**src/hdl/pbat_pkg.sv**
```systemverilog
package pbat_pkg;

    localparam int HEADS_DEF       = 4;
    localparam int BLOCKS_DEF      = 10240;
    localparam int QUEUE_DEPTH_DEF = 256;
    localparam int FIFO_DEPTH      = 2;

    localparam int IN_W  = 72;
    localparam int OUT_W = 104;

    localparam logic [1:0] CMD_BLOCK = 2'd0;
    localparam logic [1:0] CMD_IMAGE = 2'd1;
    localparam logic [1:0] CMD_PASS  = 2'd2;

    localparam logic [2:0] ST_OK        = 3'd0;
    localparam logic [2:0] ST_FULL      = 3'd1;
    localparam logic [2:0] ST_BAD_HEAD  = 3'd2;
    localparam logic [2:0] ST_BS_ZERO   = 3'd3;
    localparam logic [2:0] ST_RANGE     = 3'd4;
    localparam logic [2:0] ST_NONE      = 3'd5;

    typedef enum logic [2:0]
    {
        K_BLOCK = 3'b001,
        K_IMAGE = 3'b010,
        K_PASS  = 3'b100
    } kind_t;

    typedef struct packed
    {
        kind_t       kind;
        logic        bno_ok;
        logic        hd_ok;
        logic        reg_ok;
        logic [3:0]  hd;
        logic [15:0] bno;
        logic [15:0] first;
        logic [15:0] width;
        logic [15:0] length;
    } item_t;

    typedef struct packed
    {
        logic  push;
        item_t item;
    } fifo_ctl_t;

endpackage

```
**src/hdl/pbat_front.sv**
```systemverilog
module pbat_front #(
    parameter int HEADS           = pbat_pkg::HEADS_DEF,
    parameter int BLOCKS_PER_HEAD = pbat_pkg::BLOCKS_DEF
) (
    input  logic                      s_tvalid,
    output logic                      s_tready,
    input  logic [1:0]                s_tuser,
    input  logic [pbat_pkg::IN_W-1:0] s_tdata,
    input  logic                      fifo_full,
    output pbat_pkg::fifo_ctl_t       wr
);

    import pbat_pkg::*;

    logic [31:0] first_ext;
    logic [31:0] base;

    assign s_tready  = !fifo_full;
    assign first_ext = {16'd0, s_tdata[35:20]};
    assign base      = {28'd0, s_tdata[19:16]} * 32'(BLOCKS_PER_HEAD);

    always_comb
    begin
        wr.item.bno    = s_tdata[15:0];
        wr.item.hd     = s_tdata[19:16];
        wr.item.first  = s_tdata[35:20];
        wr.item.width  = s_tdata[51:36];
        wr.item.length = s_tdata[67:52];
        wr.item.bno_ok = ({16'd0, s_tdata[15:0]} < 32'(HEADS * BLOCKS_PER_HEAD));
        wr.item.hd_ok  = ({28'd0, s_tdata[19:16]} < 32'(HEADS));
        wr.item.reg_ok = (first_ext >= base) && ((first_ext - base) < 32'(BLOCKS_PER_HEAD));
        wr.item.kind   = K_BLOCK;
        wr.push        = 1'b0;
        unique case (s_tuser)
            CMD_BLOCK:
            begin
                wr.item.kind = K_BLOCK;
                wr.push      = s_tvalid && s_tready;
            end
            CMD_IMAGE:
            begin
                wr.item.kind = K_IMAGE;
                wr.push      = s_tvalid && s_tready;
            end
            CMD_PASS:
            begin
                wr.item.kind = K_PASS;
                wr.push      = s_tvalid && s_tready;
            end
            default:
            begin
                wr.push = 1'b0;
            end
        endcase
    end

endmodule

```
**config.mk**
```make
export PLATFORM = sky130hd
export DESIGN_NAME = pbat_front
export DESIGN_NICKNAME = d
export VERILOG_FILES = /design/src/hdl/pbat_pkg.sv /design/src/hdl/pbat_front.sv
export SDC_FILE = /design/constraint.sdc
export NUM_CORES = 1
export LEC_CHECK = 0
export BUFFER_PORTS_ARGS = -buffer_cell sky130_fd_sc_hd__buf_2
export CORE_MARGIN = 2
export CORE_UTILIZATION = 29
export DETAILED_ROUTE_END_ITERATION = 16
export PLACE_DENSITY = 0.86
export SLEW_MARGIN = 20
export SYNTH_ARGS = -nofsm -noshare
export SYNTH_HDL_FRONTEND = slang
export SYNTH_SLANG_ARGS = --single-unit
```
**constraint.sdc**
```tcl
create_clock -name vclk -period 2.6
set_input_delay 0.39 -clock vclk [all_inputs]
set_output_delay 0.39 -clock vclk [all_outputs]
set_load 0.05 [all_outputs]
```
==> metrics.md <==
| Metric | Value |
|---|---|
| Clock power share | `0%` |
| First-pass GRT wire length | `2280 um` |
| Placed Cells | `119` |
| Register area | `0 sq um` |
| Most used cell along the critical path | `ha_4` |
| Actual slew at the worst max-slew pin | `0.325 ns` |
| Final Power | `219 uW` |
| Slew Limit Fails | `0` |
| Hold EP | `wr[10]` |
| Die area | `3480 sq um` |
| WP data required | `2.21 ns` |
| Detailed Routing Iterations Pass 1 | `10` |
| Critical-path top delay cell | `fa_1` |
| Sw Share | `60.2%` |
| Filler Cells Inserted | `304` |
| Mapped Cells | `112` |
| CP cell instances | `buf_8 -> ha_4 -> ha_4 -> fa_1 -> inv_2 -> ha_4 -> nor2b_1 -> mux2i_1 -> a2111oi_4 -> buf_6` |
| Max rail drop VDD | `0.0977 mV` |
| Remaining global-route overflow | `0` |
| Core Box Area | `2810 sq um` |
| Clock buffers | `0` |
| Placed cell areas | `677 sq um` |
| Final Critical Period | `2.69 ns` |
| Yosys top cell area share | `58.3%` |
| Top-count cell post-synth | `buf_4` |
| Post-synthesis adder-cell area fraction | `23.1%` |
| PwrDens | `285 nW/um^2` |
| Period Utilization, post-route | `103%` |
| Initial antenna violation count | `0` |
| Chip width | `59.0 um` |
| Vias in the first global route | `543` |
| Iter 0 DRT Violations | `12` |
| WP data arrival | `2.30 ns` |
| CP startpoint | `s_tdata[19]` |
| Largest family of logic cells by synthesized area | `buffers and inverters` |
| Synth cell count leaders | `buf_4, ha_1, inv_1` |
| Worst Slack Setup Final | `-0.0901 ns` |
| Logic pwr share | `100.0%` |
| Compound-Gate Fraction of Synth Area | `5.00%` |
| Row count | `19` |
| Met2 GRT Util | `13.7%` |
| XOR/XNOR Fraction of Synth Area | `1.00%` |
| Reg power frac | `0%` |
| Crit-path max FO | `2` |
| Total track usage | `8.11%` |
| YS warnings | `0` |
| Simple logic cell fraction of the synthesized area | `7.57%` |
| Final instance area | `771 sq um` |
| Routability cong. | `0.745` |
| Crit start category | `input port` |
| DP Wirelength | `1230 um` |
| Global routing usage on met3 | `1.98%` |
| Routed vias/inst | `4.28` |
| Worst hold path class | `input port to output pin` |
| Outcome | `finished with violations` |
| CP peak stage delay | `0.51 ns` |
| Multi-input logic area | `432 sq um` |
| Failing checks | `DRC, setup timing` |
| Hold Path Origin | `s_tdata[62]` |
| Initial core utilization | `31.2%` |
| Nets | `181` |
| Worst slew margin | `78.1%` |
| Area contributors post-synth | `buf_4, ha_1, fa_1` |
| Internal Pwr Total | `87.3 uW` |
| Worst hold slack | `0.780 ns` |
| WS Path Type | `input port to output pin` |
| Total negative setup slack | `-0.0901 ns` |
| Layout Cells excl Fill | `119` |
| Met1 usage | `8.78%` |
| Mux cell area share after synthesis | `1.14%` |
| Layout area overhead | `-12.0%` |
| Die outline height | `59.0 um` |
| Setup violators final | `1` |
| Post-synth net total | `203` |
| CTS Hold Bufs | `0` |
| Busiest grt layer | `met2` |
| Largest net degree at the start of global routing | `6` |
| Post-Synthesis Cell Area | `876 sq um` |
| Min-Delay Path Depth | `0` |
| Postcts setup bufs | `0` |
| LEAKAGE | `0.406 nW` |
| Worst setup EP type | `output pin` |
| Final Hold Viols | `0` |
| N_diodes | `0` |
| FF+latch count | `0` |
| RSZ-0062 raised after global routing | `true` |
| Cell variety after synth | `18` |
| Fmax | `372 MHz` |
| Switching pwr | `132 uW` |
| Routed wire length | `1450 um` |
| Syn Area/Cell | `7.82 sq um` |
| DRC | `8` |
| Final antenna-violating net count | `0` |
| Port bufs | `36` |
| Synth area leader | `buf_4` |
| Avg WL per Cell | `12.1 um` |
| Share of cells above drive strength 1 | `62.5%` |
| Max-cap violations | `0` |
| DR vias | `509` |
| Sequential cell area fraction in the yosys report | `0%` |
| Io pins | `152` |
## per-layer routing
metal / vias up / part of all wire (%)
li1: 235 / -
met1: 218 / 33
met2: 40 / 48
met3: 16 / 12
met4: 0 / 6.2
met5: - / 0
## power by group through the flow
| stage | Sequential, mW | Clock [mW] | Combinational (mW) |
|---|---|---|---|
| after global placement | 0 | 0 | 0.191 |
| after global routing | 0 | 0 | 0.240 |
| final | 0 | 0 | 0.219 |
| after detailed placement | 0 | 0 | 0.195 |
| after floorplan | 0 | 0 | 0.380 |
| after CTS | 0 | 0 | 0.220 |
## logic make-up after synthesis
kind of cell	Yosys count
xor gates and xnor gates	1
and+or+nand+nor	11
AOI/OAI and AO/OA	7
muxes	1
buffers and inverters	77
adders and majority gates	15
## cells in the final DEF, fill, tap and decap left out
| cell | n |
|---|---|
| inv_1 | 8 |
| ha_2 | 1 |
| a2111oi_4 | 1 |
| nand2b_1 | 1 |
| nor3b_1 | 1 |
| a31oi_1 | 1 |
| ha_1 | 6 |
| buf_2 | 33 |
| inv_2 | 1 |
| nor2b_4 | 1 |
| buf_6 | 3 |
| mux2i_1 | 1 |
| xor2_1 | 1 |
| ha_4 | 6 |
| fa_1 | 2 |
| or3_4 | 1 |
| a21oi_1 | 2 |
| buf_4 | 7 |
| nor2_1 | 4 |
| nand3_1 | 1 |
| nor2b_1 | 2 |
| o21ai_0 | 2 |
| buf_8 | 1 |
| o21a_1 | 1 |
## through the flow
stage | util (%) | setup WS [ns]
finish | 27.5 | -0.0901
global route | 27.5 | -0.195
global placement | 24.1 | -0.282
CTS | 27.4 | -0.0981
floorplan | - | -0.238
detailed placement | 24.1 | -0.338
## timing repair
item	CTS	global route
setup endpoints to repair	1	1
pin swaps	5	0
resized for setup	15	1
## final cells by class
type | instances | area share (%)
inverter | 9 | 4.38
timing repair buffer | 44 | 34.6
multi-input combinational | 35 | 56.0
tap | 31 | 5.03
## worst max path at each step
stage / endpoint / slack, ns / cells past startpoint
global placement: wr[68] / -0.28 / 10
global route: wr[68] / -0.19 / 10
CTS: wr[68] / -0.1 / 10
finish: wr[68] / -0.09 / 10
detailed placement: wr[68] / -0.34 / 10
floorplan: wr[68] / -0.24 / 8
## critical path, delay by kind of cell
family          cells  cell delay [ns]
simple gates        1             0.10
mux                 1             0.11
compound gates      1             0.22
buf+inv             3             0.36
fa+ha+maj           4             1.11
No activity file was read; power rests on OpenSTA's default activity.
