## config.mk

```make
export PLATFORM = sky130hd
export DESIGN_NAME = pbat_fifo
export DESIGN_NICKNAME = d
export VERILOG_FILES = /design/src/hdl/pbat_pkg.sv /design/src/hdl/pbat_fifo.sv
export SDC_FILE = /design/constraint.sdc
export NUM_CORES = 1
export LEC_CHECK = 0
export BUFFER_PORTS_ARGS = -buffer_cell sky130_fd_sc_hd__buf_4
export CORE_MARGIN = 3
export CORE_UTILIZATION = 47
export DETAILED_ROUTE_END_ITERATION = 16
export GPL_ROUTABILITY_DRIVEN = 0
export PLACE_DENSITY = 0.72
export SLEW_MARGIN = 20
export SYNTH_ARGS = -nofsm -noshare
export SYNTH_HDL_FRONTEND = slang
export SYNTH_SLANG_ARGS = --single-unit
export TNS_END_PERCENT = 50
```

## constraint.sdc

```tcl
create_clock -name clk -period 4 [get_ports clk]
set_input_delay 0.2 -clock clk [delete_from_list [all_inputs] [get_ports clk]]
set_output_delay 0.2 -clock clk [all_outputs]
set_load 0.01 [all_outputs]
```

## src/hdl/pbat_pkg.sv

```systemverilog
package pbat_pkg;

    localparam int HEADS_DEF       = 4;
    localparam int BLOCKS_DEF      = 10240;
    localparam int QUEUE_DEPTH_DEF = 256;
    localparam int FIFO_DEPTH      = 2;

    localparam int IN_W  = 72;
    localparam int OUT_W = 104;

    localparam logic [1:0] CMD_BLOCK = 2'd0;
    localparam logic [1:0] CMD_IMAGE = 2'd1;
    localparam logic [1:0] CMD_PASS  = 2'd2;

    localparam logic [2:0] ST_OK        = 3'd0;
    localparam logic [2:0] ST_FULL      = 3'd1;
    localparam logic [2:0] ST_BAD_HEAD  = 3'd2;
    localparam logic [2:0] ST_BS_ZERO   = 3'd3;
    localparam logic [2:0] ST_RANGE     = 3'd4;
    localparam logic [2:0] ST_NONE      = 3'd5;

    typedef enum logic [2:0]
    {
        K_BLOCK = 3'b001,
        K_IMAGE = 3'b010,
        K_PASS  = 3'b100
    } kind_t;

    typedef struct packed
    {
        kind_t       kind;
        logic        bno_ok;
        logic        hd_ok;
        logic        reg_ok;
        logic [3:0]  hd;
        logic [15:0] bno;
        logic [15:0] first;
        logic [15:0] width;
        logic [15:0] length;
    } item_t;

    typedef struct packed
    {
        logic  push;
        item_t item;
    } fifo_ctl_t;

endpackage

```

## src/hdl/pbat_fifo.sv

```systemverilog
module pbat_fifo (
    input  logic                clk,
    input  logic                rst_n,
    input  pbat_pkg::fifo_ctl_t wr,
    input  logic                pop,
    output logic                full,
    output logic                empty,
    output pbat_pkg::item_t     head_item
);

    import pbat_pkg::*;

    localparam int PW = $clog2(FIFO_DEPTH);

    item_t            mem_reg [FIFO_DEPTH];
    logic [PW-1:0]    wr_ptr_reg, wr_ptr_next;
    logic [PW-1:0]    rd_ptr_reg, rd_ptr_next;
    logic [PW:0]      cnt_reg, cnt_next;
    logic             do_push, do_pop;

    assign full      = (cnt_reg == (PW+1)'(FIFO_DEPTH));
    assign empty     = (cnt_reg == '0);
    assign do_push   = wr.push && !full;
    assign do_pop    = pop && !empty;
    assign head_item = mem_reg[rd_ptr_reg];

    always_comb
    begin
        wr_ptr_next = wr_ptr_reg;
        rd_ptr_next = rd_ptr_reg;
        cnt_next    = cnt_reg;
        if (do_push)
        begin
            wr_ptr_next = (wr_ptr_reg == PW'(FIFO_DEPTH - 1)) ? '0 : wr_ptr_reg + 1'b1;
        end
        if (do_pop)
        begin
            rd_ptr_next = (rd_ptr_reg == PW'(FIFO_DEPTH - 1)) ? '0 : rd_ptr_reg + 1'b1;
        end
        if (do_push && !do_pop)
        begin
            cnt_next = cnt_reg + 1'b1;
        end
        else if (do_pop && !do_push)
        begin
            cnt_next = cnt_reg - 1'b1;
        end
    end

    always_ff @(posedge clk or negedge rst_n)
    begin
        if (!rst_n)
        begin
            wr_ptr_reg <= '0;
            rd_ptr_reg <= '0;
            cnt_reg    <= '0;
        end
        else
        begin
            wr_ptr_reg <= wr_ptr_next;
            rd_ptr_reg <= rd_ptr_next;
            cnt_reg    <= cnt_next;
        end
    end

    always_ff @(posedge clk)
    begin
        if (do_push)
        begin
            mem_reg[wr_ptr_reg] <= wr.item;
        end
    end

endmodule

```

==> impl_results.html, run 1 <==
<table>
<tr><th>Metric</th><th>Value</th></tr>
<tr><th colspan="2">Routing</th></tr>
<tr><td>Number of DRC violations after detailed-routing iteration 0</td><td>156</td></tr>
<tr><td>Number of nets with antenna violations after routing</td><td>0</td></tr>
<tr><td>Post-detailed-route via-to-cell ratio</td><td>4.745</td></tr>
<tr><td>Routed wirelength normalized by instance count</td><td>16.09 µm</td></tr>
<tr><td>Remaining routing DRC violations</td><td>0</td></tr>
<tr><td>Total Wirelength</td><td>10,400 µm</td></tr>
<tr><td>Detailed-router iteration count before antenna repair</td><td>4</td></tr>
<tr><td>Routed via count</td><td>3,065</td></tr>
<tr><th colspan="2">Logic synthesis</th></tr>
<tr><td>Nets in the synthesized netlist</td><td>328</td></tr>
<tr><td>Combined area of all synthesized cells</td><td>0.005739 mm²</td></tr>
<tr><td>Sequential element share of the synthesized area</td><td>79.18%</td></tr>
<tr><td>Warning count from the yosys run</td><td>0</td></tr>
<tr><td>Share of Yosys cell area claimed by the top area cell type</td><td>77.44%</td></tr>
<tr><td>Library cell with the largest summed area after synthesis</td><td>sky130_fd_sc_hd__edfxtp_1</td></tr>
<tr><td>Post-synthesis average cell area</td><td>23.05 µm²</td></tr>
<tr><td>Syn Inst Count</td><td>249</td></tr>
<tr><td>Synth top area cells</td><td>sky130_fd_sc_hd__edfxtp_1 (77%), sky130_fd_sc_hd__mux2_4 (13%), sky130_fd_sc_hd__mux2_2 (4.7%)</td></tr>
<tr><td>Post-synthesis sequential element count</td><td>152</td></tr>
<tr><td>Unique masters post-synth</td><td>15</td></tr>
<tr><th colspan="2">Worst setup path</th></tr>
<tr><td>R2r worst-path depth</td><td>2</td></tr>
<tr><td>Buf/Inv on CP</td><td>2</td></tr>
<tr><td>Data arrival, critical path</td><td>2.47 ns</td></tr>
<tr><td>Critical R2R Capture</td><td>mem_reg[1][63]</td></tr>
<tr><td>Maximum fanout count along the critical path</td><td>64</td></tr>
<tr><td>Category of the most critical setup path</td><td>reg2out</td></tr>
<tr><td>Data required, critical path</td><td>3.80 ns</td></tr>
<tr><td>Reg-to-reg critical path startpoint</td><td>cnt_reg[0]</td></tr>
<tr><td>Critical Path Slowest Stage Cell</td><td>sky130_fd_sc_hd__dfrtp_4</td></tr>
<tr><td>Worst path max stage delay</td><td>1.14 ns</td></tr>
<tr><td>Most prevalent standard cell on the critical path</td><td>sky130_fd_sc_hd__buf_4</td></tr>
<tr><td>Endpoint class of the critical path</td><td>primary output</td></tr>
<tr><td>R2r setup slk</td><td>2.13 ns</td></tr>
<tr><td>Critical Path Start Type</td><td>flip-flop</td></tr>
<tr><td>Total number of cells along the worst setup path</td><td>3</td></tr>
<tr><td>Cells along the critical path</td><td>buf_4, mux2_4, buf_4</td></tr>
<tr><td>Gate family responsible for the most delay along the worst path</td><td>flip-flops</td></tr>
<tr><th colspan="2">Placed design</th></tr>
<tr><td>Detailed-placement wirelength estimate</td><td>6216 µm</td></tr>
<tr><td>Number of buffers inserted by port buffering</td><td>153</td></tr>
<tr><th colspan="2">GRT</th></tr>
<tr><td>Total Routing Usage GR</td><td>15.72%</td></tr>
<tr><td>Antenna violations before repair</td><td>0</td></tr>
<tr><td>Largest net degree at the start of global routing</td><td>75</td></tr>
<tr><td>Number of global-route vias before repair</td><td>3,242</td></tr>
<tr><td>Wire length of the first global-routing pass</td><td>15,670 µm</td></tr>
<tr><td>Global-route congestion overflow total</td><td>0</td></tr>
<tr><th colspan="2">Layout</th></tr>
<tr><td>Fin util</td><td>71.76%</td></tr>
<tr><td>Largest register FFs</td><td>148</td></tr>
<tr><td>Fraction of final layout cells with drive strength greater than 1</td><td>51.29%</td></tr>
<tr><td>Final nets</td><td>570</td></tr>
<tr><td>Total inserted antenna cells</td><td>0</td></tr>
<tr><td>Area added between synthesis and finish</td><td>45.83%</td></tr>
<tr><td>Fillers</td><td>708</td></tr>
<tr><th colspan="2">CTS</th></tr>
<tr><td>Resize count post-CTS</td><td>0</td></tr>
<tr><td>Clock insertion delay at the later pin of the skew report</td><td>0.41 ns</td></tr>
<tr><td>H-tree levels</td><td>4</td></tr>
<tr><td>Total clock buffers created by CTS</td><td>17</td></tr>
<tr><td>Post CTS Setup Buffer Count</td><td>0</td></tr>
<tr><td>Maximum clock path buffer count</td><td>2</td></tr>
<tr><td>Post-CTS clock slew at the launch and capture registers of the worst setup and hold paths</td><td>0.05 ns</td></tr>
<tr><td>Clock sink total</td><td>152</td></tr>
<tr><td>Root buffer cell</td><td>sky130_fd_sc_hd__clkbuf_16</td></tr>
<tr><td>CTS tree</td><td>built</td></tr>
<tr><td>Number of hold-repair buffers added at the cts stage</td><td>75</td></tr>
<tr><th colspan="2">Hold path</th></tr>
<tr><td>Worst-case hold path end point</td><td>rd_ptr_reg</td></tr>
<tr><td>Worst hold path stage count</td><td>3</td></tr>
<tr><td>Worst hold start</td><td>pop</td></tr>
<tr><td>Type of the most critical hold path</td><td>in2reg</td></tr>
<tr><th colspan="2">Timing</th></tr>
<tr><td>RSZ-0062 raised after global routing</td><td>false</td></tr>
<tr><td>Final setup viols</td><td>0</td></tr>
<tr><td>Hold violation total from the final report</td><td>0</td></tr>
<tr><td>Pins over their slew limit</td><td>0</td></tr>
<tr><td>Final Cycle Share</td><td>66.66%</td></tr>
<tr><td>Worst-case clock skew</td><td>0.005708 ns</td></tr>
<tr><td>Final sum of negative setup slack</td><td>0 ns</td></tr>
<tr><td>Slew of the pin with the lowest slew margin</td><td>1.090 ns</td></tr>
<tr><td>Max frequency</td><td>0.3751 GHz</td></tr>
<tr><td>Worst-case headroom to the max-slew limit</td><td>27.35%</td></tr>
<tr><td>Fin crit period</td><td>2.666 ns</td></tr>
<tr><th colspan="2">Power</th></tr>
<tr><td>Leakage power figure</td><td>3.331 nW</td></tr>
<tr><td>Peak supply drop</td><td>0.4144 mV</td></tr>
<tr><td>Overall power</td><td>0.005788 W</td></tr>
<tr><td>Ratio of total power to cell area</td><td>691.6 mW/mm²</td></tr>
<tr><th colspan="2">Die</th></tr>
<tr><td>Row count</td><td>39</td></tr>
<tr><td>Die Area</td><td>0.01357 mm²</td></tr>
<tr><td>Die X</td><td>116.5 µm</td></tr>
<tr><td>Vertical die dimension</td><td>116.5 µm</td></tr>
<tr><td>Starting Density</td><td>49.21%</td></tr>
<tr><td>IO Count</td><td>154</td></tr>
<tr><td>Area of the core region</td><td>0.01166 mm²</td></tr>
<tr><th colspan="2">Status</th></tr>
<tr><td>Result of the run</td><td>finished, final reports clean</td></tr>
<tr><th colspan="2">Flow run</th></tr>
<tr><td>Max-cap violation count</td><td>0</td></tr>
</table>
-- where the power goes --
group	internal (W)	switching, W	leakage [nW]
registers	0.00218	0.000253	1.42
clock network	0.00103	0.000549	0.287
logic	0.00106	0.000717	1.62
-- placed cells by master (no fill, tap or decap), types with 3 or more instances in the layout --
master / n
sky130_fd_sc_hd__clkinv_1: 4
sky130_fd_sc_hd__buf_4: 156
sky130_fd_sc_hd__bufinv_16: 4
sky130_fd_sc_hd__edfxtp_1: 148
sky130_fd_sc_hd__mux2_2: 24
sky130_fd_sc_hd__mux2_4: 50
sky130_fd_sc_hd__dlygate4sd3_1: 75
sky130_fd_sc_hd__dfrtp_1: 3
sky130_fd_sc_hd__clkbuf_16: 17
sky130_fd_sc_hd__xnor2_1: 3
sky130_fd_sc_hd__clkinv_2: 3
-- cells in the mapped netlist, drive strengths merged --
cell type and n:
o21ai 1, xnor2 3, nor2 3, dfrtp 4
nand2b 1, xor2 2, and3 1, ha 1
buf 8, nand2 1, mux2 74, edfxtp 148
inv 2
-- layout make-up --
class	count	area, µm²	share of cell area [%]
Clock inverter	12	157.7	1.884
Timing Repair Buffer	231	1922	22.96
Tap cell	143	178.9	2.138
Inverter	2	7.507	0.08970
Clock buffer	19	432.9	5.173
Sequential cell	152	4548	54.34
Multi-Input combinational cell	87	1122	13.41
-- worst max path at each step --
stage / from / end / slack (ns)
after detailed placement: rd_ptr_reg / head_item[55] / 1.77
after global routing: rd_ptr_reg / head_item[72] / 1.22
after global placement: rd_ptr_reg / head_item[55] / 1.78
after floorplan: cnt_reg[0] / mem_reg[0][0] / 1.00
after CTS: rd_ptr_reg / head_item[55] / 1.32
final: rd_ptr_reg / head_item[72] / 1.33
-- logic make-up (layout without fill, tap and decap cells) --
group,Yosys count,after routing,synth area share [%]
compound gates,1,1,0.08712
xor+xnor,5,5,0.7632
fa+ha+maj,1,1,0.2180
buf+inv,10,264,1.482
flops,152,152,79.18
mux,74,74,17.79
simple gates,6,6,0.4797
-- routing by layer --
layer | routed length [µm] | GRT usage [%] | up-vias
met5 | 0 | 0 | -
met4 | 167 | 6.961 | 0
met3 | 713 | 6.166 | 14
met2 | 5350 | 26.66 | 111
met1 | 4165 | 17.59 | 1475
li1 | - | - | 1465
-- worst register-to-register path: cells and delay by family (launching register included) --
family,cells,cell delay (ns)
flops,1,0.43
simple gates,2,1.02
-- metrics by stage --
stage	setup slack, ns	area [µm²]	hold WS [ns]	cells
5_1_grt	1.216	8369	0.1301	646
3_3_place_gp	1.777	7028	-0.001706	540
4_1_cts	1.324	8369	0.1176	646
6_report	1.334	8369	0.1369	646
3_5_place_dp	1.768	7028	0.005470	540
2_1_floorplan	1.001	5742	-0.09559	249
Power figures use the tool's default switching activity.
==> inputs of run 2 (changes only) <==
==> constraint.sdc (replaced) <==
create_clock -name clk -period 2.34 [get_ports clk]
set_input_delay 0.117 -clock clk [delete_from_list [all_inputs] [get_ports clk]]
set_output_delay 0.117 -clock clk [all_outputs]
set_load 0.01 [all_outputs]
==> impl_results.html, run 2 (same netlist as run 1, synthesis figures left out) <==
<table>
<tr><th>Metric</th><th>Value</th></tr>
<tr><th colspan="2">Power</th></tr>
<tr><td>Leakage power figure</td><td>3.332 nW</td></tr>
<tr><td>Peak supply drop</td><td>0.8563 mV</td></tr>
<tr><td>Ratio of total power to cell area</td><td>1163 mW/mm²</td></tr>
<tr><th colspan="2">Layout</th></tr>
<tr><td>Total inserted antenna cells</td><td>0</td></tr>
<tr><td>Final nets</td><td>573</td></tr>
<tr><td>Area used by multi-input combinational logic</td><td>0.001122 mm²</td></tr>
<tr><td>Flip-flop and latch area</td><td>0.004548 mm²</td></tr>
<tr><td>Fillers</td><td>700</td></tr>
<tr><td>Post-Layout Inst Area</td><td>0.008391 mm²</td></tr>
<tr><td>Area added between synthesis and finish</td><td>46.20%</td></tr>
<tr><td>Commonest non-fill, non-tap cells in the layout</td><td>sky130_fd_sc_hd__buf_4 (155), sky130_fd_sc_hd__edfxtp_1 (148), sky130_fd_sc_hd__dlygate4sd3_1 (75)</td></tr>
<tr><td>Leading cell type in the layout, fill and taps excluded</td><td>sky130_fd_sc_hd__buf_4</td></tr>
<tr><td>Fraction of final layout cells with drive strength greater than 1</td><td>52.27%</td></tr>
<tr><td>Number of non-filler instances in the completed layout</td><td>650</td></tr>
<tr><td>Largest register FFs</td><td>148</td></tr>
<tr><th colspan="2">CTS</th></tr>
<tr><td>H-tree levels</td><td>4</td></tr>
<tr><td>Resize count post-CTS</td><td>0</td></tr>
<tr><td>Total clock buffers created by CTS</td><td>17</td></tr>
<tr><td>CTS tree</td><td>built</td></tr>
<tr><td>Clock insertion delay at the later pin of the skew report</td><td>0.42 ns</td></tr>
<tr><td>Root buffer cell</td><td>sky130_fd_sc_hd__clkbuf_16</td></tr>
<tr><td>Maximum clock path buffer count</td><td>2</td></tr>
<tr><td>Post-CTS clock slew at the launch and capture registers of the worst setup and hold paths</td><td>0.06 ns</td></tr>
<tr><td>Clock sink total</td><td>152</td></tr>
<tr><th colspan="2">Placed design</th></tr>
<tr><td>Standard cell area after detailed placement</td><td>0.007101 mm²</td></tr>
<tr><td>Number of buffers inserted by port buffering</td><td>153</td></tr>
<tr><td>Detailed-placement wirelength estimate</td><td>6626 µm</td></tr>
<tr><td>Worst slack, placed</td><td>0.6208 ns</td></tr>
<tr><td>Number of placed instances, taps included</td><td>543</td></tr>
<tr><th colspan="2">Timing</th></tr>
<tr><td>Worst-case clock skew</td><td>0.009317 ns</td></tr>
<tr><td>Fin crit period</td><td>1.977 ns</td></tr>
<tr><td>Final sum of negative setup slack</td><td>0 ns</td></tr>
<tr><td>RSZ-0062 raised after global routing</td><td>false</td></tr>
<tr><td>Worst-case headroom to the max-slew limit</td><td>69.74%</td></tr>
<tr><td>Hold violation total from the final report</td><td>0</td></tr>
<tr><td>PnR worst setup slack</td><td>0.3625 ns</td></tr>
<tr><td>Slew of the pin with the lowest slew margin</td><td>0.4492 ns</td></tr>
<tr><td>Final setup viols</td><td>0</td></tr>
<tr><td>Final Cycle Share</td><td>84.51%</td></tr>
<tr><td>Pins over their slew limit</td><td>0</td></tr>
<tr><td>Max frequency</td><td>0.5057 GHz</td></tr>
<tr><th colspan="2">Die</th></tr>
<tr><td>Die Area</td><td>0.01357 mm²</td></tr>
<tr><td>Area of the core region</td><td>0.01166 mm²</td></tr>
<tr><td>Row count</td><td>39</td></tr>
<tr><td>Die X</td><td>116.5 µm</td></tr>
<tr><td>IO Count</td><td>154</td></tr>
<tr><td>Starting Density</td><td>49.21%</td></tr>
<tr><td>Vertical die dimension</td><td>116.5 µm</td></tr>
<tr><th colspan="2">GRT</th></tr>
<tr><td>Total Routing Usage GR</td><td>16.90%</td></tr>
<tr><td>Antenna violations before repair</td><td>0</td></tr>
<tr><td>Global-route congestion overflow total</td><td>0</td></tr>
<tr><td>Wire length of the first global-routing pass</td><td>16,780 µm</td></tr>
<tr><td>Number of global-route vias before repair</td><td>3,441</td></tr>
<tr><td>Largest net degree at the start of global routing</td><td>75</td></tr>
<tr><th colspan="2">Routing</th></tr>
<tr><td>Number of DRC violations after detailed-routing iteration 0</td><td>128</td></tr>
<tr><td>Routed via count</td><td>3,109</td></tr>
<tr><td>Post-detailed-route via-to-cell ratio</td><td>4.783</td></tr>
<tr><td>Routed wirelength normalized by instance count</td><td>16.97 µm</td></tr>
<tr><td>Total Wirelength</td><td>11,030 µm</td></tr>
<tr><td>Remaining routing DRC violations</td><td>0</td></tr>
<tr><td>Number of nets with antenna violations after routing</td><td>0</td></tr>
<tr><td>Detailed-router iteration count before antenna repair</td><td>4</td></tr>
<tr><th colspan="2">Worst setup path</th></tr>
<tr><td>Critical Path Slowest Stage Cell</td><td>sky130_fd_sc_hd__dfrtp_4</td></tr>
<tr><td>R2r setup slk</td><td>0.62 ns</td></tr>
<tr><td>Maximum fanout count along the critical path</td><td>32</td></tr>
<tr><td>Category of the most critical setup path</td><td>reg2out</td></tr>
<tr><td>Endpoint class of the critical path</td><td>primary output</td></tr>
<tr><td>Critical Path Start Type</td><td>flip-flop</td></tr>
<tr><td>Data required, critical path</td><td>2.22 ns</td></tr>
<tr><td>Worst path max stage delay</td><td>0.61 ns</td></tr>
<tr><td>Cells along the critical path</td><td>buf_12, mux2_2, buf_4</td></tr>
<tr><td>Data arrival, critical path</td><td>1.86 ns</td></tr>
<tr><th colspan="2">Status</th></tr>
<tr><td>Result of the run</td><td>finished, final reports clean</td></tr>
<tr><th colspan="2">Hold path</th></tr>
<tr><td>Type of the most critical hold path</td><td>in2async</td></tr>
<tr><th colspan="2">Flow run</th></tr>
<tr><td>Max-cap violation count</td><td>0</td></tr>
</table>
==> run 2: cell types whose count changed in the layout (fill, tap and decap cells not counted) <==
| cell | before | now |
|---|---|---|
| sky130_fd_sc_hd__buf_12 | 0 | 4 |
| sky130_fd_sc_hd__bufinv_16 | 4 | 1 |
| sky130_fd_sc_hd__clkinvlp_4 | 1 | 4 |
| sky130_fd_sc_hd__clkinv_1 | 4 | 2 |
| sky130_fd_sc_hd__clkinv_2 | 3 | 5 |
| sky130_fd_sc_hd__clkinv_4 | 0 | 2 |
| sky130_fd_sc_hd__buf_4 | 156 | 155 |
| sky130_fd_sc_hd__clkbuf_1 | 2 | 1 |
==> run 2: final cells by class <==
class                           instances  share of cell area [%]
Clock buffer                           18                   5.115
Clock inverter                         14                   1.312
Inverter                                2                 0.08947
Multi-Input combinational cell         87                   13.38
Sequential cell                       152                   54.21
Tap cell                              143                   2.132
Timing Repair Buffer                  234                   23.77
==> run 2: stage by stage <==
stage	hold slack [ns]	total power, W	utilization [%]
2_1_floorplan	-0.1786	0.005937	-
3_5_place_dp	-0.07634	0.007309	60.88
4_1_cts	0.02399	0.009848	71.95
6_report	0.04347	0.009755	71.95
3_3_place_gp	-0.07950	0.007247	60.88
5_1_grt	0.04899	0.01022	71.95
==> run 2: metal layers <==
| metal | routed length (µm) | GRT usage (%) | part of all wire (%) | up-vias |
|---|---|---|---|---|
| li1 | - | - | - | 1470 |
| met1 | 4380 | 18.81 | 40 | 1510 |
| met2 | 5693 | 29.21 | 52 | 115 |
| met3 | 754 | 6.218 | 6.8 | 14 |
| met4 | 200 | 7.193 | 1.8 | 0 |
| met5 | 0 | 0 | 0 | - |
==> run 2: final timing paths <==
path | start | end | cells past startpoint
setup / recovery | rd_ptr_reg | head_item[57] | 3
hold / removal | rst_n | cnt_reg[0] | 2
setup reg to reg | cnt_reg[0] | mem_reg[1][4] | 3
hold reg to reg | cnt_reg[1] | cnt_reg[1] | 1
max in group asynchronous | rst_n | rd_ptr_reg | 2
min in group clk | wr[74] | wr_ptr_reg | 3
==> run 2: worst max-delay path: cells and delay by family (launching register included) <==
kind	cells	cell delay [ns]
flops	1	0.61
mux	1	0.38
buf+inv	2	0.45
==> run 2: power breakdown <==
part	internal [W]	switching, W
registers	0.00373	0.000232
clock network	0.00144	0.000990
logic	0.00188	0.00148
==> run 2: what timing repair did <==
item,4_1_cts,5_1_grt
hold buffers,75,0
setup buffers,0,0
endpoints found under the hold margin,152,0
==> inputs of run 3 (changes only) <==
==> constraint.sdc (replaced) <==
create_clock -name clk -period 1.8 [get_ports clk]
set_input_delay 0.09 -clock clk [delete_from_list [all_inputs] [get_ports clk]]
set_output_delay 0.09 -clock clk [all_outputs]
set_load 0.01 [all_outputs]
==> impl_results.html, run 3 (same netlist as run 1, synthesis figures left out) <==
<table>
<tr><th>Metric</th><th>Value</th></tr>
<tr><th colspan="2">Status</th></tr>
<tr><td>Result of the run</td><td>finished, final reports clean</td></tr>
<tr><th colspan="2">Layout</th></tr>
<tr><td>Area added between synthesis and finish</td><td>47.50%</td></tr>
<tr><td>Leading cell type in the layout, fill and taps excluded</td><td>sky130_fd_sc_hd__buf_4</td></tr>
<tr><td>Fillers</td><td>693</td></tr>
<tr><td>Commonest non-fill, non-tap cells in the layout</td><td>sky130_fd_sc_hd__buf_4 (156), sky130_fd_sc_hd__edfxtp_1 (148), sky130_fd_sc_hd__dlygate4sd3_1 (78)</td></tr>
<tr><td>Final nets</td><td>578</td></tr>
<tr><td>Fraction of final layout cells with drive strength greater than 1</td><td>52.05%</td></tr>
<tr><td>Fin util</td><td>72.59%</td></tr>
<tr><td>Total inserted antenna cells</td><td>0</td></tr>
<tr><td>Largest register FFs</td><td>148</td></tr>
<tr><th colspan="2">Routing</th></tr>
<tr><td>Total Wirelength</td><td>11,030 µm</td></tr>
<tr><td>Post-detailed-route via-to-cell ratio</td><td>4.748</td></tr>
<tr><td>Detailed-router iteration count before antenna repair</td><td>4</td></tr>
<tr><td>Number of nets with antenna violations after routing</td><td>0</td></tr>
<tr><td>Routed via count</td><td>3,105</td></tr>
<tr><td>Remaining routing DRC violations</td><td>0</td></tr>
<tr><td>Routed wirelength normalized by instance count</td><td>16.86 µm</td></tr>
<tr><td>Number of DRC violations after detailed-routing iteration 0</td><td>123</td></tr>
<tr><th colspan="2">Worst setup path</th></tr>
<tr><td>Critical Path Start Type</td><td>flip-flop</td></tr>
<tr><td>Buf/Inv on CP</td><td>2</td></tr>
<tr><td>Data required, critical path</td><td>1.71 ns</td></tr>
<tr><td>Category of the most critical setup path</td><td>reg2out</td></tr>
<tr><td>Maximum fanout count along the critical path</td><td>33</td></tr>
<tr><td>Critical Path Slowest Stage Cell</td><td>sky130_fd_sc_hd__dfrtp_4</td></tr>
<tr><td>Cells along the critical path</td><td>buf_12, mux2_2, buf_4</td></tr>
<tr><td>Worst path max stage delay</td><td>0.46 ns</td></tr>
<tr><td>Endpoint class of the critical path</td><td>primary output</td></tr>
<tr><td>Gate family responsible for the most delay along the worst path</td><td>flip-flops</td></tr>
<tr><td>Data arrival, critical path</td><td>1.66 ns</td></tr>
<tr><th colspan="2">CTS</th></tr>
<tr><td>Resize count post-CTS</td><td>0</td></tr>
<tr><td>Maximum clock path buffer count</td><td>2</td></tr>
<tr><td>Post-CTS clock slew at the launch and capture registers of the worst setup and hold paths</td><td>0.05 ns</td></tr>
<tr><td>Total clock buffers created by CTS</td><td>17</td></tr>
<tr><td>H-tree levels</td><td>4</td></tr>
<tr><td>Root buffer cell</td><td>sky130_fd_sc_hd__clkbuf_16</td></tr>
<tr><td>Clock sink total</td><td>152</td></tr>
<tr><td>Clock insertion delay at the later pin of the skew report</td><td>0.41 ns</td></tr>
<tr><td>CTS tree</td><td>built</td></tr>
<tr><th colspan="2">Die</th></tr>
<tr><td>Area of the core region</td><td>0.01166 mm²</td></tr>
<tr><td>Row count</td><td>39</td></tr>
<tr><td>Die X</td><td>116.5 µm</td></tr>
<tr><td>IO Count</td><td>154</td></tr>
<tr><td>Vertical die dimension</td><td>116.5 µm</td></tr>
<tr><td>Starting Density</td><td>49.21%</td></tr>
<tr><td>Die Area</td><td>0.01357 mm²</td></tr>
<tr><th colspan="2">Timing</th></tr>
<tr><td>Hold violation total from the final report</td><td>0</td></tr>
<tr><td>Final hold slack</td><td>0.04925 ns</td></tr>
<tr><td>Slew of the pin with the lowest slew margin</td><td>0.3433 ns</td></tr>
<tr><td>RSZ-0062 raised after global routing</td><td>true</td></tr>
<tr><td>Pins over their slew limit</td><td>0</td></tr>
<tr><td>Worst-case clock skew</td><td>0.01198 ns</td></tr>
<tr><td>Fin crit period</td><td>1.749 ns</td></tr>
<tr><td>Final Cycle Share</td><td>97.17%</td></tr>
<tr><td>Worst-case headroom to the max-slew limit</td><td>76.87%</td></tr>
<tr><td>Final setup viols</td><td>0</td></tr>
<tr><td>Max frequency</td><td>0.5717 GHz</td></tr>
<tr><th colspan="2">GRT</th></tr>
<tr><td>Global-route congestion overflow total</td><td>0</td></tr>
<tr><td>Number of global-route vias before repair</td><td>3,321</td></tr>
<tr><td>Antenna violations before repair</td><td>0</td></tr>
<tr><td>Total Routing Usage GR</td><td>16.64%</td></tr>
<tr><td>Wire length of the first global-routing pass</td><td>16,480 µm</td></tr>
<tr><td>Largest net degree at the start of global routing</td><td>61</td></tr>
<tr><th colspan="2">Hold path</th></tr>
<tr><td>Type of the most critical hold path</td><td>in2reg</td></tr>
<tr><th colspan="2">Power</th></tr>
<tr><td>Peak supply drop</td><td>0.9976 mV</td></tr>
<tr><td>Leakage power figure</td><td>3.379 nW</td></tr>
<tr><td>Ratio of total power to cell area</td><td>1514 mW/mm²</td></tr>
<tr><td>Overall power</td><td>0.01281 W</td></tr>
<tr><th colspan="2">Placed design</th></tr>
<tr><td>Detailed-placement wirelength estimate</td><td>6652 µm</td></tr>
<tr><td>Number of buffers inserted by port buffering</td><td>153</td></tr>
<tr><th colspan="2">Flow run</th></tr>
<tr><td>Max-cap violation count</td><td>0</td></tr>
</table>
==> run 3: cell count changes in the layout (fill, tap and decap cells not counted), sizes merged <==
cell	delta
clkinv	+1
bufinv	+1
clkinvlp	-3
dlygate4sd3	+3
buf	+2
==> run 3: routing by layer <==
metal	vias up	wire length [µm]	global-route usage, %	part of all wire, %
li1	1481	-	-	-
met3	20	790	5.959	7.2
met1	1481	4509	18.86	41
met4	0	220	7.889	2.0
met2	123	5507	28.15	50
met5	-	0	0	0
==> run 3: report_power, final <==
group          internal [W]  switching [W]  total (W)
sequential          0.00485       0.000245    0.00509
combinational       0.00251        0.00198    0.00450
clock               0.00199        0.00123    0.00322
total               0.00935        0.00346     0.0128
==> run 3: per-stage QoR <==
stage          cell area (µm²)  setup TNS (ns)  instances  setup WS [ns]
2_1_floorplan             5763          -37.76        249        -0.3394
3_3_place_gp              7128               0        543         0.3167
3_5_place_dp              7128               0        543         0.2670
4_1_cts                   8466               0        654        0.03778
5_1_grt                   8466       -0.005159        654      -0.004663
6_report                  8466               0        654        0.05089
==> run 3: final cells by class <==
class                           instances  area [µm²]  area share (%)
Clock buffer                           18       429.2           5.069
Sequential cell                       152        4548           53.72
Multi-Input combinational cell         87        1137           13.43
Inverter                                2       7.507         0.08868
Tap cell                              143       178.9           2.114
Timing Repair Buffer                  239        2052           24.24
Clock inverter                         13       112.6           1.330
==> run 3: what timing repair did <==
item / in CTS / in global routing
endpoints found under the hold margin: 153 / 0
setup endpoints to repair: 63 / 2
hold buffers: 78 / 0
pin swaps: 0 / 0
buffers inserted: 2 / 0
==> run 3: final timing paths <==
kind,startpoint,endpoint,slack (ns),depth (start not counted)
min reg2reg,wr_ptr_reg,wr_ptr_reg,0.56,1
min,pop,rd_ptr_reg,0.05,3
max in group asynchronous,rst_n,cnt_reg[0],0.61,4
max,rd_ptr_reg,head_item[42],0.05,3
min in group asynchronous,rst_n,rd_ptr_reg,0.56,3
max reg2reg,cnt_reg[0],mem_reg[1][56],0.27,3
==> run 3: worst reg2reg max path, cell delays in order (launching register included) <==
cell                       delay (ns)
sky130_fd_sc_hd__dfrtp_1         0.43
sky130_fd_sc_hd__nand2b_4        0.19
sky130_fd_sc_hd__and3_4          0.34
sky130_fd_sc_hd__buf_12          0.25
